<file path="src/rtl/pdh_pkg.sv">
`timescale 1ns / 1ps
package pdh_pkg;

    localparam int MAX_ATOMS_DEF = 512;
    localparam int NUM_BINS_DEF  = 2048;
    localparam int NUM_TYPES_DEF = 4;

    localparam int COORD_W = 20;
    localparam int BOX_W   = 19;
    localparam int BINW_W  = 16;
    localparam int CNT_W   = 17;
    localparam int TYPE_W  = 2;
    localparam int STORE_W = TYPE_W + 3 * COORD_W;

    // arithmetic widths of the pair pipeline
    localparam int DIFF_W = COORD_W + 1;   // earlier - new
    localparam int NUM_W  = 22;            // dividend: 2*|d| or isqrt root
    localparam int IQ_W   = 21;            // reduced image index magnitude
    localparam int PROD_W = IQ_W + BOX_W;  // image shift
    localparam int XW_W   = PROD_W + 2;
    localparam int X_W    = 22;            // wrapped component
    localparam int SQ_W   = 44;            // squared distance
    localparam int ROOT_W = 22;
    localparam int SREM_W = 24;
    localparam int STEPS  = 22;            // divider and isqrt iterations
    localparam int STEP_W = 5;

    localparam logic [CNT_W-1:0] CNT_MAX = '1;

    localparam logic [BOX_W-1:0]  BOX_RST  = 19'd25240;
    localparam logic [BINW_W-1:0] BINW_RST = 16'd20;

    localparam logic [1:0] REQ_ADD   = 2'd0;
    localparam logic [1:0] REQ_READ  = 2'd1;
    localparam logic [1:0] REQ_CLEAR = 2'd2;

    localparam logic [1:0] ST_OK   = 2'd0;
    localparam logic [1:0] ST_FULL = 2'd1;
    localparam logic [1:0] ST_DROP = 2'd2;

    localparam logic [1:0] AXIS_X = 2'd0;
    localparam logic [1:0] AXIS_Y = 2'd1;
    localparam logic [1:0] AXIS_Z = 2'd2;

    typedef struct packed {
        logic [1:0]                req_type;
        logic [1:0]                atom_type;
        logic signed [COORD_W-1:0] pos_x;
        logic signed [COORD_W-1:0] pos_y;
        logic signed [COORD_W-1:0] pos_z;
        logic [10:0]               bin_index;
        logic [3:0]                pair_kind;
    } t_in_item;

    typedef struct packed {
        logic [CNT_W-1:0] bin_count;
        logic [9:0]       atoms_stored;
        logic [1:0]       status;
        logic [CNT_W-1:0] dropped_total;
    } t_out_item;

    typedef enum logic [3:0] {
        OP_NONE,
        OP_LATCH,
        OP_READ_RD,
        OP_CLR_WR,
        OP_RD_ATOM,
        OP_AX_LOAD,
        OP_DIV_STEP,
        OP_MUL,
        OP_WRAP,
        OP_SQ,
        OP_ACC,
        OP_SQRT_LOAD,
        OP_SQRT_STEP,
        OP_BIN_LOAD,
        OP_HIST_RD,
        OP_HIST_WR
    } t_op;

    typedef struct packed {
        t_op        op;
        logic       store_wr;
        logic       result;
        logic [1:0] axis;
    } t_dp_cmd;

    typedef struct packed {
        logic [1:0] req;
        logic       full;
        logic       empty;
        logic       last_pair;
    } t_dp_stat;

endpackage

</file>
<file path="src/rtl/pdh_ctrl.sv">
`timescale 1ns / 1ps
module pdh_ctrl #(
    parameter int MAX_ATOMS = pdh_pkg::MAX_ATOMS_DEF,
    parameter int NUM_BINS  = pdh_pkg::NUM_BINS_DEF,
    parameter int NUM_TYPES = pdh_pkg::NUM_TYPES_DEF,
    localparam int AW         = $clog2(MAX_ATOMS),
    localparam int HIST_DEPTH = NUM_BINS * NUM_TYPES * NUM_TYPES,
    localparam int HAW        = $clog2(HIST_DEPTH)
) (
    input  logic              i_clk,
    input  logic              i_rst_n,
    input  logic              i_in_valid,
    output logic              o_in_stall,
    output logic              o_out_valid,
    input  logic              i_out_stall,
    input  pdh_pkg::t_dp_stat i_stat,
    output pdh_pkg::t_dp_cmd  o_cmd,
    output logic [AW-1:0]     o_pair_idx,
    output logic [HAW-1:0]    o_clr_addr
);
    import pdh_pkg::*;

    typedef enum logic [4:0] {
        S_CLR,
        S_IDLE,
        S_DISPATCH,
        S_PAIR_RD,
        S_AX_LOAD,
        S_AX_DIV,
        S_AX_MUL,
        S_AX_WRAP,
        S_AX_SQ,
        S_AX_ACC,
        S_SQ_LOAD,
        S_SQ_RUN,
        S_BIN_LOAD,
        S_BIN_DIV,
        S_HIST_RD,
        S_HIST_WR,
        S_STORE,
        S_DONE
    } t_state;

    t_state             r_state;
    logic [HAW-1:0]     r_clr;
    logic               r_clr_reply;
    logic [AW-1:0]      r_k;
    logic [1:0]         r_axis;
    logic [STEP_W-1:0]  r_step;
    logic               r_out_valid;

    logic w_in_acc;
    logic w_out_free;
    logic w_last_step;

    assign w_in_acc    = i_in_valid && (r_state == S_IDLE);
    assign w_out_free  = !r_out_valid || !i_out_stall;
    assign w_last_step = r_step == STEP_W'(STEPS - 1);

    always_comb begin
        o_cmd.op       = OP_NONE;
        o_cmd.store_wr = 1'b0;
        o_cmd.result   = 1'b0;
        o_cmd.axis     = r_axis;
        unique case (r_state)
            S_CLR:      o_cmd.op = OP_CLR_WR;
            S_IDLE:     o_cmd.op = w_in_acc ? OP_LATCH : OP_NONE;
            S_DISPATCH: o_cmd.op = (i_stat.req == REQ_READ) ? OP_READ_RD : OP_NONE;
            S_PAIR_RD:  o_cmd.op = OP_RD_ATOM;
            S_AX_LOAD:  o_cmd.op = OP_AX_LOAD;
            S_AX_DIV:   o_cmd.op = OP_DIV_STEP;
            S_AX_MUL:   o_cmd.op = OP_MUL;
            S_AX_WRAP:  o_cmd.op = OP_WRAP;
            S_AX_SQ:    o_cmd.op = OP_SQ;
            S_AX_ACC:   o_cmd.op = OP_ACC;
            S_SQ_LOAD:  o_cmd.op = OP_SQRT_LOAD;
            S_SQ_RUN:   o_cmd.op = OP_SQRT_STEP;
            S_BIN_LOAD: o_cmd.op = OP_BIN_LOAD;
            S_BIN_DIV:  o_cmd.op = OP_DIV_STEP;
            S_HIST_RD:  o_cmd.op = OP_HIST_RD;
            S_HIST_WR:  o_cmd.op = OP_HIST_WR;
            S_STORE:    o_cmd.store_wr = 1'b1;
            S_DONE:     o_cmd.result = w_out_free;
        endcase
    end

    always_ff @(posedge i_clk) begin
        if (!i_rst_n) begin
            r_state     <= S_CLR;
            r_clr       <= '0;
            r_clr_reply <= 1'b0;
            r_k         <= '0;
            r_axis      <= AXIS_X;
            r_step      <= '0;
            r_out_valid <= 1'b0;
        end else begin
            if (r_state == S_DONE && w_out_free) begin
                r_out_valid <= 1'b1;
            end else if (r_out_valid && !i_out_stall) begin
                r_out_valid <= 1'b0;
            end
            unique case (r_state)
                S_CLR: begin
                    if (r_clr == HAW'(HIST_DEPTH - 1)) begin
                        r_clr       <= '0;
                        r_clr_reply <= 1'b0;
                        r_state     <= r_clr_reply ? S_DONE : S_IDLE;
                    end else begin
                        r_clr <= r_clr + HAW'(1);
                    end
                end
                S_IDLE: begin
                    if (w_in_acc) begin
                        r_state <= S_DISPATCH;
                    end
                end
                S_DISPATCH: begin
                    unique case (i_stat.req)
                        REQ_ADD: begin
                            r_k <= '0;
                            if (i_stat.full) begin
                                r_state <= S_DONE;
                            end else if (i_stat.empty) begin
                                r_state <= S_STORE;
                            end else begin
                                r_state <= S_PAIR_RD;
                            end
                        end
                        REQ_CLEAR: begin
                            r_clr_reply <= 1'b1;
                            r_state     <= S_CLR;
                        end
                        default: r_state <= S_DONE;
                    endcase
                end
                S_PAIR_RD: begin
                    r_axis  <= AXIS_X;
                    r_state <= S_AX_LOAD;
                end
                S_AX_LOAD: begin
                    r_step  <= '0;
                    r_state <= S_AX_DIV;
                end
                S_AX_DIV: begin
                    r_step <= r_step + STEP_W'(1);
                    if (w_last_step) begin
                        r_state <= S_AX_MUL;
                    end
                end
                S_AX_MUL:  r_state <= S_AX_WRAP;
                S_AX_WRAP: r_state <= S_AX_SQ;
                S_AX_SQ:   r_state <= S_AX_ACC;
                S_AX_ACC: begin
                    if (r_axis == AXIS_Z) begin
                        r_state <= S_SQ_LOAD;
                    end else begin
                        r_axis  <= r_axis + 2'd1;
                        r_state <= S_AX_LOAD;
                    end
                end
                S_SQ_LOAD: begin
                    r_step  <= '0;
                    r_state <= S_SQ_RUN;
                end
                S_SQ_RUN: begin
                    r_step <= r_step + STEP_W'(1);
                    if (w_last_step) begin
                        r_state <= S_BIN_LOAD;
                    end
                end
                S_BIN_LOAD: begin
                    r_step  <= '0;
                    r_state <= S_BIN_DIV;
                end
                S_BIN_DIV: begin
                    r_step <= r_step + STEP_W'(1);
                    if (w_last_step) begin
                        r_state <= S_HIST_RD;
                    end
                end
                S_HIST_RD: r_state <= S_HIST_WR;
                S_HIST_WR: begin
                    if (i_stat.last_pair) begin
                        r_state <= S_STORE;
                    end else begin
                        r_k     <= r_k + AW'(1);
                        r_state <= S_PAIR_RD;
                    end
                end
                S_STORE: r_state <= S_DONE;
                S_DONE: begin
                    if (w_out_free) begin
                        r_state <= S_IDLE;
                    end
                end
            endcase
        end
    end

    assign o_in_stall  = r_state != S_IDLE;
    assign o_out_valid = r_out_valid;
    assign o_pair_idx  = r_k;
    assign o_clr_addr  = r_clr;

`ifndef SYNTH
    a_accept_dispatch: assert property (@(posedge i_clk) disable iff (!i_rst_n)
        (i_in_valid && !o_in_stall) |=> (r_state == S_DISPATCH))
        else $error("accepted beat not dispatched");

    a_pairs_need_atoms: assert property (@(posedge i_clk) disable iff (!i_rst_n)
        (r_state == S_PAIR_RD) |-> !i_stat.empty)
        else $error("pair loop started on empty store");

    a_step_bound: assert property (@(posedge i_clk) disable iff (!i_rst_n)
        (r_state == S_AX_DIV || r_state == S_SQ_RUN || r_state == S_BIN_DIV)
            |-> (r_step < STEP_W'(STEPS)))
        else $error("iteration counter overran");

    a_result_held: assert property (@(posedge i_clk) disable iff (!i_rst_n)
        (r_state == S_DONE && r_out_valid && i_out_stall) |=> (r_state == S_DONE))
        else $error("result overwrote a waiting beat");
`endif

endmodule

</file>
<file path="config.mk">
export PLATFORM = sky130hd
export DESIGN_NAME = pdh_ctrl
export DESIGN_NICKNAME = d
export VERILOG_FILES = /design/src/rtl/pdh_pkg.sv /design/src/rtl/pdh_ctrl.sv
export SDC_FILE = /design/constraint.sdc
export NUM_CORES = 1
export LEC_CHECK = 0
export BUFFER_PORTS_ARGS = -buffer_cell sky130_fd_sc_hd__buf_2
export CORE_MARGIN = 3
export CORE_UTILIZATION = 30
export CTS_BUF_LIST = sky130_fd_sc_hd__clkbuf_8
export DETAILED_ROUTE_END_ITERATION = 10
export GPL_ROUTABILITY_DRIVEN = 0
export PLACE_DENSITY = 0.6
export SLEW_MARGIN = 40
export SYNTH_ARGS = -nofsm -noshare
export SYNTH_HDL_FRONTEND = slang
export SYNTH_SLANG_ARGS = --single-unit
</file>
<file path="constraint.sdc">
create_clock -name i_clk -period 4.33 [get_ports i_clk]
set_input_delay 0.2165 -clock i_clk [delete_from_list [all_inputs] [get_ports i_clk]]
set_output_delay 0.2165 -clock i_clk [all_outputs]
set_load 0.02 [all_outputs]
</file>
==> summary.md, run 1 <==
| Metric | Value |
|---|---|
| Post-synthesis sequential area ratio | `34.6%` |
| Final worst path period share | `53.7%` |
| I/O pin count | `43` |
| Pleak | `0.00101 uW` |
| Placeable Area | `6940 um2` |
| TritonRoute pass-1 iters | `4` |
| Starting density of the core | `31.7%` |
| Die H | `91.7 um` |
| Met1 wire length | `2580 um` |
| HP Start | `i_out_stall` |
| Yosys warning count | `0` |
| DR vias/cell | `5.00` |
| Slew @ Worst Pin | `0.768 ns` |
| Setup total negative slack | `0 ns` |
| Avg Cell Area, Syn | `7.86 um2` |
| Clock Skew | `0.00858 ns` |
| Largest area contributor in the synthesized netlist | `dfxtp_1` |
| Die area | `8400 um2` |
| Detail Placement HPWL | `3870 um` |
| Top post-synthesis cells by area | `dfxtp_1 (35%), nor2_1 (6.5%), xor2_1 (6.0%)` |
| Max stage delay on crit path | `0.77 ns` |
| DR iter-0 viols | `129` |
| CP Launch Point | `r_state[4]$_SDFFE_PN0P_` |
| Post-Syn Area | `2200 um2` |
| Fmax achieved | `430 MHz` |
| Clk sink count | `38` |
| Largest net degree at the start of global routing | `27` |
| Cell breakdown of the critical path | `nand4bb_1 > o31a_1 > o221ai_1 > o311ai_0 > o41ai_1` |
| Area added between synthesis and finish | `17.1%` |
| Syn_nets | `294` |
| Main synth FF type | `dfxtp_1` |
| Worst Path Class, Setup | `register to register` |
| Status | `finished clean` |
| Crit. End Element | `register` |
| Final min period | `2.33 ns` |
| WL per Instance | `12.8 um` |
| Routed Antenna Nets | `0` |
| FF-to-FF Start | `r_state[4]$_SDFFE_PN0P_` |
| First-pass GRT wire length | `9050 um` |
| Gr usage total | `13.0%` |
| Share of post-route cells with drive strength above 1 | `19.6%` |
| CTS root buf | `clkbuf_8` |
| Final hold vios | `0` |
| Port Buf Inserts | `42` |
| Worst-path clk slew | `0.08 ns` |
| Pwr dens | `408 nW/um2` |
| Die X | `91.7 um` |
| Final wirelength | `5300 um` |
| CTS tree | `built` |
| Cts hold-fix bufs | `0` |
| Worst VDD drop | `0.152 mV` |
| Total gr overflow | `0` |
| Area of the multi-input gates | `1360 um2` |
| Post-synth top area share | `34.6%` |
| Setup bufs post-CTS | `0` |
| Dpl cells | `405` |
| ANT cells | `0` |
| Final setup viols | `0` |
| Met2 wire length | `2310 um` |
| # nets final | `330` |
| # fillers | `744` |
| Hold WC Path Type | `input pin to register` |
| Max FO, Critical Path | `22` |
| Syn Inst Count | `280` |
| CP required | `4.50 ns` |
| Worst Path Arrival | `2.49 ns` |
| Post-synth EDFFs | `0` |
| Via count | `2066` |
| RSZ-0062 raised after global routing | `no` |
| DR top layer | `met4` |
| Worst-Skew Late Latency | `0.29 ns` |
| Slowest-stage cell, CP | `dfxtp_1` |
| Max-cap violation count | `0` |
| Synthesis-stage register bit count | `38` |
| Resized Gates After CTS | `0` |
| Post-synth top cells | `dfxtp_1 (38), nor2_1 (38), a21oi_1 (24), nand2_1 (24), o21ai_0 (18)` |
| H-tree depth | `2` |
| Vias in the first global route | `1893` |
| Slew Viols, Final | `0` |
| Initial antenna violation count | `0` |
| CTS buffer count | `5` |
| Async set or reset register ratio after synthesis | `0%` |
| Clk buf depth | `2` |
| Slew margin rel. | `48.7%` |
| DRC viols | `0` |
| Post-Layout Cell Count | `413` |
| Row count | `30` |
| Netlist cell types | `47` |
| Met3 WL post-DR | `307 um` |
| FF+latch area | `761 um2` |
| Crit path launch type | `register` |
## metal layers
metal / GRT usage (%) / vias up
met5: 0 / -
met4: 4.65 / 0
met3: 2.79 / 10
met2: 18.9 / 60
met1: 18.7 / 921
li1: - / 1075
## sequential cells by signal, indices dropped and copies added (netlist names)
register,cells
r_axis,2
o_out_valid,1
r_state,5
o_pair_idx,9
o_clr_addr,15
r_step,5
r_clr_reply,1
## power breakdown
group	total [uW]	switching, uW	internal (uW)
logic	345	218	127
registers	446	72.2	374
clock network	261	133	128
total	1050	423	629
## metrics by stage
stage / hold slack [ns] / cell area [um2] / power [uW] / util [%] / worst slack (ns)
floorplan: 0.338 / 2200 / 699 / - / 2.12
global placement: 0.456 / 2480 / 795 / 35.7 / 2.15
detailed placement: 0.468 / 2480 / 797 / 35.7 / 2.09
CTS: 0.183 / 2580 / 1060 / 37.1 / 1.95
global route: 0.209 / 2580 / 1130 / 37.1 / 1.81
finish: 0.187 / 2580 / 1050 / 37.1 / 2.00
## worst paths after layout
path / slack (ns) / cells after the start / endpoint
max: 2.00 / 5 / r_state[2]$_SDFFE_PN0P_
min: 0.19 / 3 / o_out_valid$_SDFFE_PN0P_
max reg2reg: 2.00 / 5 / r_state[2]$_SDFFE_PN0P_
min reg2reg: 0.47 / 2 / o_out_valid$_SDFFE_PN0P_
## cell families (layout without fill, tap and decap cells)
group                    count (synthesis)  in the layout  synth area share, %
AO/OA/AOI/OAI                           62             62                 17.0
adder cells (fa/ha/maj)                  5              5                 2.84
XOR/XNOR                                19             19                 7.56
flip-flops                              38             38                 34.6
buffers and inverters                   20             57                 3.64
AND/OR/NAND/NOR                        136            136                 34.4
## cell type report
cell class              instances  share of cell area (%)
multi-input cells             222                    52.8
flip-flops and latches         38                    29.5
repair buffers                 43                    8.45
well taps                      96                    4.66
clock buffers                   6                    3.21
inverters                       6                   0.874
clock inverters                 2                   0.486
## worst max-delay path, delay by kind of cell, from the launching register on
family | cells | cell delay (ns)
and+or+nand+nor | 1 | 0.22
AOI/OAI and AO/OA | 4 | 1.21
DFF | 1 | 0.77
## placed cells by master (no fill, tap or decap), types with 7 or more instances in the layout
cell type and n:
a21oi_1 24, buf_2 42, dfxtp_1 38, nand2_1 24
nand3_1 13, nand4_1 7, nor2_1 38, nor3_1 8
nor3b_1 7, o21ai_0 18, xor2_1 15
(Power assumes the default switching activity.)
==> run 2, diff against run 1 <==
Settings changed: PLACE_DENSITY 0.6 to 0.61.
Clock period 4.33 ns to 1.9 ns, I/O delays scaled along.
==> summary.md, run 2 (synthesis gave the netlist of run 1 again) <==
| Metric | Value |
|---|---|
| Setup total negative slack | `0 ns (unchanged)` |
| Final wirelength | `5680 um (was 5300 um)` |
| DRC viols | `0 (unchanged)` |
| Worst VDD drop | `0.407 mV (was 0.152 mV)` |
| DR vias/cell | `4.89 (was 5.00)` |
| H-tree depth | `2 (unchanged)` |
| Worst-path clk slew | `0.08 ns (about the same)` |
| Reg2Reg Setup Slack | `0.18 ns (was 2.00 ns)` |
| DR iter-0 viols | `84 (was 129)` |
| Dpl cells | `436 (was 405)` |
| Final hold vios | `0 (unchanged)` |
| RSZ-0062 raised after global routing | `no (unchanged)` |
| FF-to-FF Start | `r_state[3]$_SDFFE_PN0P_ (was r_state[4]$_SDFFE_PN0P_)` |
| Detail Placement HPWL | `4450 um (was 3870 um)` |
| WL per Instance | `12.8 um (about the same)` |
| Max FFs per register | `15 (unchanged)` |
| Crit. End Element | `primary output (was register)` |
| Cts hold-fix bufs | `0 (unchanged)` |
| Crit path launch type | `register (unchanged)` |
| Worst reg2reg path depth | `7 (was 5)` |
| Critical path endpoint | `o_cmd[5] (was r_state[2]$_SDFFE_PN0P_)` |
| Die area | `8400 um2 (unchanged)` |
| Max-cap violation count | `0 (unchanged)` |
| Port Buf Inserts | `42 (unchanged)` |
| ANT cells | `0 (unchanged)` |
| Share of post-route cells with drive strength above 1 | `28.2% (was 19.6%)` |
| Status | `finished clean (unchanged)` |
| Hold slack | `0.0633 ns (was 0.187 ns)` |
| Worst Path Class, Setup | `register to primary output (was register to register)` |
| Die H | `91.7 um (unchanged)` |
| Placeable Area | `6940 um2 (unchanged)` |
| Final Instance Area | `2820 um2 (was 2580 um2)` |
| Clk sink count | `38 (unchanged)` |
| Max FO, Critical Path | `7 (was 22)` |
| Die X | `91.7 um (unchanged)` |
| CTS tree | `built (unchanged)` |
| Clock Skew | `0.00545 ns (was 0.00858 ns)` |
| CTS buffer count | `5 (unchanged)` |
| Crit Reg-Reg Endpoint | `o_clr_addr[6]$_SDFFE_PN0P_ (was r_state[2]$_SDFFE_PN0P_)` |
| Slew Viols, Final | `0 (unchanged)` |
| # nets final | `361 (was 330)` |
| CP required | `1.80 ns (was 4.50 ns)` |
| First-pass GRT wire length | `9920 um (was 9050 um)` |
| Most common cell after layout, fill and taps aside | `buf_2 (unchanged)` |
| Initial antenna violation count | `0 (unchanged)` |
| Gr usage total | `14.3% (was 13.0%)` |
| Vias in the first global route | `2107 (was 1893)` |
| Placed Area | `2720 um2 (was 2480 um2)` |
| Slew margin rel. | `76.6% (was 48.7%)` |
| TritonRoute pass-1 iters | `4 (unchanged)` |
| Worst-Skew Late Latency | `0.29 ns (about the same)` |
| Slew @ Worst Pin | `0.347 ns (was 0.768 ns)` |
| Worst Path Arrival | `1.70 ns (was 2.49 ns)` |
| Final min period | `1.79 ns` |
| Starting density of the core | `31.7% (unchanged)` |
| Hold WC Path Type | `input pin to register (unchanged)` |
| Total gr overflow | `0 (unchanged)` |
| Routed Antenna Nets | `0 (unchanged)` |
| Fmax achieved | `558 MHz` |
| CP Launch Point | `r_state[3]$_SDFFE_PN0P_ (was r_state[4]$_SDFFE_PN0P_)` |
| Clk buf depth | `2 (unchanged)` |
| Largest net degree at the start of global routing | `15 (was 27)` |
| Most Used Layer, Global Route | `met2 (unchanged)` |
| Row count | `30 (unchanged)` |
| Via count | `2171 (was 2066)` |
| GRT met1 Usage | `18.5% (was 18.7%)` |
| Pleak | `0.00118 uW (was 0.00101 uW)` |
| CTS root buf | `clkbuf_8 (unchanged)` |
| Final setup viols | `0 (unchanged)` |
| I/O pin count | `43 (unchanged)` |
| Most frequent cells in the layout | `buf_2 (42), nor2_1 (38), dfxtp_1 (34), buf_4 (32) (was buf_2 (42), nor2_1 (38), dfxtp_1 (38), nand2_1 (24), a21oi_1 (24))` |
| GR Util met2 | `23.6% (was 18.9%)` |
| Final worst path period share | `94.3%` |
| Post-Layout Cell Count | `444 (was 413)` |
| M3 GR Usage | `2.95% (was 2.79%)` |
| Area added between synthesis and finish | `28.0% (was 17.1%)` |
| Pwr dens | `908 nW/um2 (was 408 nW/um2)` |
## run 2: cell count changes in the layout (fill, tap and decap cells not counted)
cell / delta
a2111oi_0: -1
a2111oi_1: +1
buf_4: +31
dfxtp_1: -4
dfxtp_2: +4
nor2b_1: -1
nor2b_2: +1
## run 2: layout make-up
class	count	area (um2)
clock buffer	6	82.6
clock inverter	2	12.5
fill	753	4130
inverter	6	22.5
multi-input combinational	222	1360
sequential	38	766
tap	96	120
timing repair buffer	74	450
## run 2: metrics by stage
stage          setup slack [ns]  power, uW  utilization (%)
2_1_floorplan            0.0433       1600                -
4_1_cts                  0.0166       2580             40.5
5_1_grt                  0.0102       2740             40.6
3_3_place_gp              0.170       1970             39.1
6_report                  0.109       2560             40.6
3_5_place_dp              0.107       1970             39.1
## run 2: timing repair
action                                  in CTS  in global routing
resized for setup                            0                  5
endpoints found under the setup margin       0                  7
setup buffers                                0                  0
## run 2: where the power goes
part           leakage, uW  switching (uW)  total (uW)  internal, uW
registers         0.000308            99.2         959           860
logic             0.000820             587        1000           417
clock network    0.0000472             303         595           292
total              0.00118             990        2560          1570
## run 2: per-layer routing
metal  vias up  part of all wire (%)  wire length, um
li1       1129                     -                -
met1       985                    47             2660
met2        50                    46             2630
met3         7                   5.6              320
met4         0                   1.3               74
met5         -                     0                0
## run 2: worst min path at each step
stage	startpoint	to	slack, ns	cells after the start
after floorplan	i_rst_n	r_axis[1]$_SDFFE_PN0P_	0.22	1
after global placement	i_out_stall	o_out_valid$_SDFFE_PN0P_	0.36	3
after detailed placement	i_out_stall	o_out_valid$_SDFFE_PN0P_	0.37	3
after CTS	i_out_stall	o_out_valid$_SDFFE_PN0P_	0.05	3
after global routing	i_out_stall	o_out_valid$_SDFFE_PN0P_	0.08	3
final	i_out_stall	o_out_valid$_SDFFE_PN0P_	0.06	3
## run 2: critical path, cell delays in order, from the launching register on
cell and delay [ns]:
dfxtp_1 0.36, buf_4 0.18, nor2_1 0.13, buf_4 0.16, nor2_1 0.05, a2111oi_1 0.30, buf_2 0.23
